### src/hdl/qeti_pkg.sv
// Shared types, constants and helpers for the quartic escape-time iterator.
package qeti_pkg;

    localparam int DATA_W          = 32;
    localparam int CNT_W           = 16;
    localparam int CFG_IDX_W       = 3;
    localparam int FRAC_BITS_DEF   = 24;
    localparam int COUNT_WIDTH_DEF = 16;
    localparam int ESC_RADIUS_SQ   = 1000;
    localparam int NORM_W          = 68;
    localparam int WIDE_W          = 66;

    // configuration register indexes
    localparam logic [CFG_IDX_W-1:0] CFG_A_RE   = 3'd0;
    localparam logic [CFG_IDX_W-1:0] CFG_A_IM   = 3'd1;
    localparam logic [CFG_IDX_W-1:0] CFG_B_RE   = 3'd2;
    localparam logic [CFG_IDX_W-1:0] CFG_B_IM   = 3'd3;
    localparam logic [CFG_IDX_W-1:0] CFG_LAM_RE = 3'd4;
    localparam logic [CFG_IDX_W-1:0] CFG_LAM_IM = 3'd5;
    localparam logic [CFG_IDX_W-1:0] CFG_EPS    = 3'd6;
    localparam logic [CFG_IDX_W-1:0] CFG_MAXIT  = 3'd7;

    // datapath operations
    localparam logic [2:0] OP_NONE = 3'd0;
    localparam logic [2:0] OP_NORM = 3'd1;
    localparam logic [2:0] OP_NEG  = 3'd2;
    localparam logic [2:0] OP_MUL  = 3'd3;
    localparam logic [2:0] OP_ADD  = 3'd4;

    // Horner coefficient select
    localparam logic [1:0] CSEL_B   = 2'd0;
    localparam logic [1:0] CSEL_LAM = 2'd1;
    localparam logic [1:0] CSEL_EPS = 2'd2;

    typedef struct packed {
        logic       load;
        logic [2:0] op;
        logic [1:0] csel;
    } dp_cmd_t;

    typedef struct packed {
        logic escape;
    } dp_status_t;

    typedef struct packed {
        logic             done;
        logic             bounded;
        logic [CNT_W-1:0] count;
    } result_t;

    typedef struct packed {
        logic signed [DATA_W-1:0] a_re;
        logic signed [DATA_W-1:0] a_im;
        logic signed [DATA_W-1:0] b_re;
        logic signed [DATA_W-1:0] b_im;
        logic signed [DATA_W-1:0] lam_re;
        logic signed [DATA_W-1:0] lam_im;
        logic signed [DATA_W-1:0] eps;
    } coefs_t;

    function automatic logic signed [DATA_W-1:0] sat32(input logic signed [WIDE_W-1:0] x);
        logic signed [WIDE_W-1:0] hi;
        logic signed [WIDE_W-1:0] lo;
        hi = WIDE_W'(64'sh7FFF_FFFF);
        lo = -WIDE_W'(64'sh8000_0000);
        if (x > hi)
            return DATA_W'(hi);
        else if (x < lo)
            return DATA_W'(lo);
        else
            return x[DATA_W-1:0];
    endfunction

    function automatic logic sat_hit(input logic signed [WIDE_W-1:0] x);
        logic signed [WIDE_W-1:0] hi;
        logic signed [WIDE_W-1:0] lo;
        hi = WIDE_W'(64'sh7FFF_FFFF);
        lo = -WIDE_W'(64'sh8000_0000);
        return (x > hi) || (x < lo);
    endfunction

endpackage

### src/hdl/qeti_ctrl.sv
// Iteration sequencer: steps the datapath through norm, negate and three Horner stages.
module qeti_ctrl #(
    parameter int COUNT_WIDTH = qeti_pkg::COUNT_WIDTH_DEF
) (
    input  logic                              clk,
    input  logic                              rst_n,
    input  logic                              in_fire,
    input  logic                              out_free,
    input  logic [qeti_pkg::CNT_W-1:0]        max_iter,
    input  qeti_pkg::dp_status_t              status,
    output logic                              idle,
    output qeti_pkg::dp_cmd_t                 cmd,
    output qeti_pkg::result_t                 res
);
    localparam int CW = qeti_pkg::CNT_W;
    localparam logic [CW-1:0] CAP =
        (COUNT_WIDTH >= CW) ? {CW{1'b1}} : CW'((64'd1 << COUNT_WIDTH) - 64'd1);

    localparam logic [2:0] S_IDLE  = 3'd0;
    localparam logic [2:0] S_NORM  = 3'd1;
    localparam logic [2:0] S_CHECK = 3'd2;
    localparam logic [2:0] S_NEG   = 3'd3;
    localparam logic [2:0] S_MUL   = 3'd4;
    localparam logic [2:0] S_ADD   = 3'd5;
    localparam logic [2:0] S_DONE  = 3'd6;

    logic [2:0]    state_reg, state_next;
    logic [CW-1:0] cnt_reg, cnt_next, lim_reg, lim_next;
    logic [1:0]    csel_reg, csel_next;
    logic          bounded_reg, bounded_next;

    always_comb
    begin
        state_next   = state_reg;
        cnt_next     = cnt_reg;
        lim_next     = lim_reg;
        csel_next    = csel_reg;
        bounded_next = bounded_reg;
        cmd.load     = 1'b0;
        cmd.op       = qeti_pkg::OP_NONE;
        cmd.csel     = csel_reg;
        idle         = 1'b0;
        res.done     = 1'b0;
        unique case (state_reg)
            S_IDLE:
            begin
                idle = 1'b1;
                if (in_fire)
                begin
                    cmd.load   = 1'b1;
                    cnt_next   = '0;
                    lim_next   = (max_iter > CAP) ? CAP : max_iter;
                    state_next = S_NORM;
                end
            end
            S_NORM:
            begin
                cmd.op     = qeti_pkg::OP_NORM;
                state_next = S_CHECK;
            end
            S_CHECK:
            begin
                if (cnt_reg == lim_reg)
                begin
                    bounded_next = 1'b1;
                    state_next   = S_DONE;
                end
                else if (status.escape)
                begin
                    bounded_next = 1'b0;
                    state_next   = S_DONE;
                end
                else
                    state_next = S_NEG;
            end
            S_NEG:
            begin
                cmd.op     = qeti_pkg::OP_NEG;
                csel_next  = qeti_pkg::CSEL_B;
                state_next = S_MUL;
            end
            S_MUL:
            begin
                cmd.op     = qeti_pkg::OP_MUL;
                state_next = S_ADD;
            end
            S_ADD:
            begin
                cmd.op = qeti_pkg::OP_ADD;
                if (csel_reg == qeti_pkg::CSEL_EPS)
                begin
                    cnt_next   = cnt_reg + CW'(1);
                    state_next = S_NORM;
                end
                else
                begin
                    csel_next  = csel_reg + 2'd1;
                    state_next = S_MUL;
                end
            end
            S_DONE:
            begin
                if (out_free)
                begin
                    res.done   = 1'b1;
                    state_next = S_IDLE;
                end
            end
            default:
                state_next = S_IDLE;
        endcase
    end

    assign res.bounded = bounded_reg;
    assign res.count   = cnt_reg;

    always_ff @(posedge clk or negedge rst_n)
    begin
        if (!rst_n)
        begin
            state_reg   <= S_IDLE;
            cnt_reg     <= '0;
            lim_reg     <= '0;
            csel_reg    <= qeti_pkg::CSEL_B;
            bounded_reg <= 1'b0;
        end
        else
        begin
            state_reg   <= state_next;
            cnt_reg     <= cnt_next;
            lim_reg     <= lim_next;
            csel_reg    <= csel_next;
            bounded_reg <= bounded_next;
        end
    end

endmodule

### config.mk
export PLATFORM = sky130hd
export DESIGN_NAME = qeti_ctrl
export DESIGN_NICKNAME = d
export VERILOG_FILES = /design/src/hdl/qeti_pkg.sv /design/src/hdl/qeti_ctrl.sv
export SDC_FILE = /design/constraint.sdc
export NUM_CORES = 1
export LEC_CHECK = 0
export ABC_AREA = 1
export BUFFER_PORTS_ARGS = -buffer_cell sky130_fd_sc_hd__buf_2
export CAP_MARGIN = 20
export CORE_MARGIN = 2
export CORE_UTILIZATION = 47
export CTS_CLUSTER_DIAMETER = 50
export CTS_CLUSTER_SIZE = 20
export DETAILED_ROUTE_END_ITERATION = 8
export PLACE_DENSITY = 0.7
export SLEW_MARGIN = 20
export SYNTH_ARGS = -nofsm -noshare
export SYNTH_HDL_FRONTEND = slang
export SYNTH_SLANG_ARGS = --single-unit
export TNS_END_PERCENT = 20
### constraint.sdc
create_clock -name clk -period 2.2 [get_ports clk]
set_input_delay 0.22 -clock clk [delete_from_list [all_inputs] [get_ports clk]]
set_output_delay 0.22 -clock clk [all_outputs]
set_load 0.05 [all_outputs]
-- Word-level counts from Yosys, hierarchy flattened
Cells that the tools add are included.
- bits in registers: 38
- input bits: 21
- output and inout bits: 25
- logic and storage cells: 49
- $add $sub $neg: 2
- order comparisons: 1
- equality and inequality tests: 12
- muxes and demuxes: 20
- reduce and logical (&&, ||, !) cells: 9
- operators by type and width (kind ; count):
    $mux 16 ; 3
    $pmux 16 s2 ; 1
    $pmux 3 s7 ; 1
    $add 16x1->16 const B ; 1
    $eq 16x16->1 ; 1
    $gt 16x16->1 const B ; 1
    $mux 3 ; 5
    $pmux 3 s4 ; 1
    $eq 3x3->1 const B ; 3
    $ne 2x2->1 const B ; 4
    $reduce_and 2->1 ; 4
    $mux 1 ; 7
    $eq 3x2->1 const B ; 2
    $reduce_bool 2->1 ; 3
    $pmux 2 s2 ; 1
    $eq 3x1->1 const B ; 1
    $logic_not 3->1 ; 1
    $reduce_and 3->1 ; 1
    $add 2x1->2 const B ; 1
    $eq 2x2->1 const B ; 1
    $mux 2 ; 1

-- Depth between registers and ports, before layout
- depth in word-level cells: 3
- mapped depth: 11
- gate-level depth less buffers: 11

-- Least setup slack after synthesis
OpenSTA, ideal clock, no wires.
- path type: register to output
- start point: reg state_reg[2]
- end point: out res[17] (netlist bit)
- data arrival time: 2130 ps
- required time: 1980 ps
- setup slack: -150 ps
- stages on the path, launching flop included: 3
- path buffers: 0
- cells stage by stage: dfrtp_1 > inv_1 > nor4_1
- RTL lines (item ; line ; source):
    start: declaration ; qeti_ctrl.sv:27 ; logic [2:0] state_reg, state_next;
    start signal: assignment ; qeti_ctrl.sv:129 ; state_reg <= state_next;
    end: declaration ; qeti_ctrl.sv:13 ; output qeti_pkg::result_t res

==> impl_results.md <==
* Clock Latency Late Sink at 0.29 ns
* Antenna-violating nets left at 0
* WHS at approximately 0.046 ns
* DIE HEIGHT at 72.3 um
* Startpoint types: flop
* # hold bufs at CTS at 0
* Relative slew slack at approximately two fifths
* Grt met1 use at 28.9%
* Pins over their slew limit at 0
* Worst Skew at 0.00439 ns
* Initial antenna violation count at 0
* Routed vias at 2015
* Cts bufs inserted at 5
* Crit path cell chain: inv_2 -> nand2_2 -> nor2_4 -> nand2_4 -> inv_1 -> buf_2
* Minimum clock period at about 1.8 ns
* Pin count of the biggest net entering global routing at 39
* Vias/cell at about 4.9
* Syn_nets at 331
* Sequential-to-total area share from yosys stat at 43.4%
* Clock sink total at 38
* Crit path kind: flop to output pin
* Grt met2 use at 32.2%
* Post-CTS Setup Bufs at 0
* Die Area at 5230 um2
* Ys Warns at 0
* Hold Vio Cnt, Final at 0
* Critical Path Sink Type: output pin
* Tcrit/Tclk final at 82.8%
* Maximum fanout along the worst path at 8
* FF+latch count, synth at 38
* Diode count at 0
* Detailed Route Iter0 Violations at 97
* Status: finished clean
* P_leak at around 1.3 nW
* Final std cells w/o fill at 409
* Per-cell routed wire length at roughly 12 um
* Crit-path leading delay family: buffers and inverters
* Die width at 72.3 um
* TritonCTS clock tree: yes
* Inst Count DP at between 400 and 500
* Root buffer cell: clkbuf_8
* Synth top area share at 43.4%
* Nets at 380
* First-pass GRT wire length at 8.33 mm
* Buf/Inv on CP at 3
* Total core area at 4410 um2
* Initial Util at 49.7%
* First-pass DRT Iterations at 4
* Final setup vio count at 0
* Synth cell types at 30
* Clk slew on worst S/H paths at 0.07 ns
* Final setup margin at between 0.3 and 0.4 ns
* Overall Global Routing Usage at 20.6%
* Synthesized area per cell at 7.12 um2
* Largest stage delay, worst path at 0.48 ns
* Met3 GRT Util at 4.17%
* Pwr Density at 1090 nW/um2
* Max cap viols at 0
* Mapped Cells at 308
* Largest cells by area after synthesis: dfrtp_1, nand2_1, inv_1, o21ai_0, nor2_1
* CTS Buffer Depth at 2
* Gr ovfl total at 0
* Maximum clock rate at 549 MHz
* Post-CTS resize count at 0
* Setup TNS at 0 ns
* Final Util at 57.7%
* Peak VDD IR at 0.000695 V
* Cell area after synthesis at between 2000 and 2500 um2
* HPWL Detailed at 3.72 mm
* CP max-delay cell: dfrtp_1
* Placement Setup Slack at 0.522 ns
* Unrepaired setup endpoints after global routing: false
* DRC Markers at 0
* Final RePlAce weighted congestion at 0.873
* Critical Path RT at 1.98 ns
* Min-delay worst type: input port to asynchronous set/reset pin
* H-tree depth at 2
* Area growth syn-to-layout at 16.3%
* Share of cells above drive strength 1 at 18.5%
* Number of port buffers at 45
* Busiest grt layer: met2
* Vias in the first global route at approximately 1800
* Tightest Pin Transition at between 0.8 and 0.9 ns
* # rows at 24
* Worst path arrival time at 1.60 ns
* I/O Pins at 46
* Total Wirelength at slightly below 5 mm
* Post-synth top area cell: dfrtp_1
==> cells in the mapped netlist <==
cell	instances
nand2_2	1
nand3b_1	1
xor2_1	4
a21oi_1	4
inv_1	43
nor2_2	1
a21oi_4	1
ha_1	2
o21ai_1	3
o31ai_1	1
nand2_1	101
o21ai_0	29
nand3_1	16
dfrtp_1	38
nand4_1	8
buf_4	1
nor2_1	29
clkinv_1	1
o21ai_2	2
inv_4	1
clkbuf_2	1
nor4_1	2
mux2_2	1
nor3_1	8
nand3_4	1
nand2_4	1
inv_2	2
buf_2	3
nor2_4	1
buf_6	1
==> path summary, 6_finish.rpt <==
| check | depth (start not counted) | slack (ns) | start | end |
|---|---|---|---|---|
| max in group asynchronous | 1 | 1.60 | rst_n | lim_reg[15]$_DFFE_PN0P_ |
| hold / removal | 1 | 0.05 | rst_n | lim_reg[8]$_DFFE_PN0P_ |
| setup / recovery | 6 | 0.38 | state_reg[0]$_DFFE_PN0P_ | cmd[5] |
| min in group clk | 3 | 0.13 | max_iter[10] | lim_reg[10]$_DFFE_PN0P_ |
| setup reg to reg | 10 | 0.50 | state_reg[0]$_DFFE_PN0P_ | cnt_reg[10]$_DFFE_PN0P_ |
| hold reg to reg | 2 | 0.47 | bounded_reg$_DFFE_PN0P_ | bounded_reg$_DFFE_PN0P_ |
==> power by group <==
part | internal [W] | switching (W)
Combinational | 0.000377 | 0.000897
Clock | 0.000218 | 0.000233
Sequential | 0.000897 | 0.000145
Total | 0.00149 | 0.00127
==> metal layers <==
metal | vias up | wire length, um
li1 | 1074 | -
met1 | 879 | 2450
met3 | 5 | 285
met2 | 57 | 2170
met5 | - | 0
met4 | 0 | 52
==> worst register-to-register path, stage by stage (launching register included) <==
cell     delay [ns]
dfrtp_1        0.48
inv_2          0.10
nand2_2        0.09
nor2_4         0.12
nand2_4        0.11
a21oi_4        0.26
nand2_1        0.14
nor2_1         0.14
nand2_1        0.07
nand2_1        0.06
nor2_1         0.04
==> stage by stage <==
stage                     power [W]  area (um2)
final                       0.00277        2550
after global placement      0.00230        2470
after global routing        0.00301        2550
after floorplan             0.00206        2200
after CTS                   0.00279        2550
after detailed placement    0.00233        2470
==> area by class of cell <==
cell class	count	area [um2]
fill	440	1870
multi-input combinational	217	1030
sequential	38	951
timing repair buffer	48	248
inverter	47	179
clock buffer	7	76.3
tap	52	65.1
==> cells in the final DEF, fill, tap and decap left out, types with 3 or more instances in the layout <==
master / count
nor3_1: 8
o21ai_1: 3
inv_1: 43
dfrtp_1: 38
nor2_1: 29
a21oi_1: 4
buf_4: 3
buf_2: 45
o21ai_0: 29
xor2_1: 4
clkbuf_8: 5
nand2_1: 101
nand4_1: 8
nand3_1: 16
==> cell families after synthesis <==
group	after synthesis	synth area share, %
DFF	38	43.4
buffers and inverters	53	9.93
and+or+nand+nor	170	33.3
AOI/OAI and AO/OA	40	10.1
adders and majority gates	2	1.14
xor gates and xnor gates	4	1.60
muxes	1	0.514
Note: power is estimated with default switching activity, not from simulation.
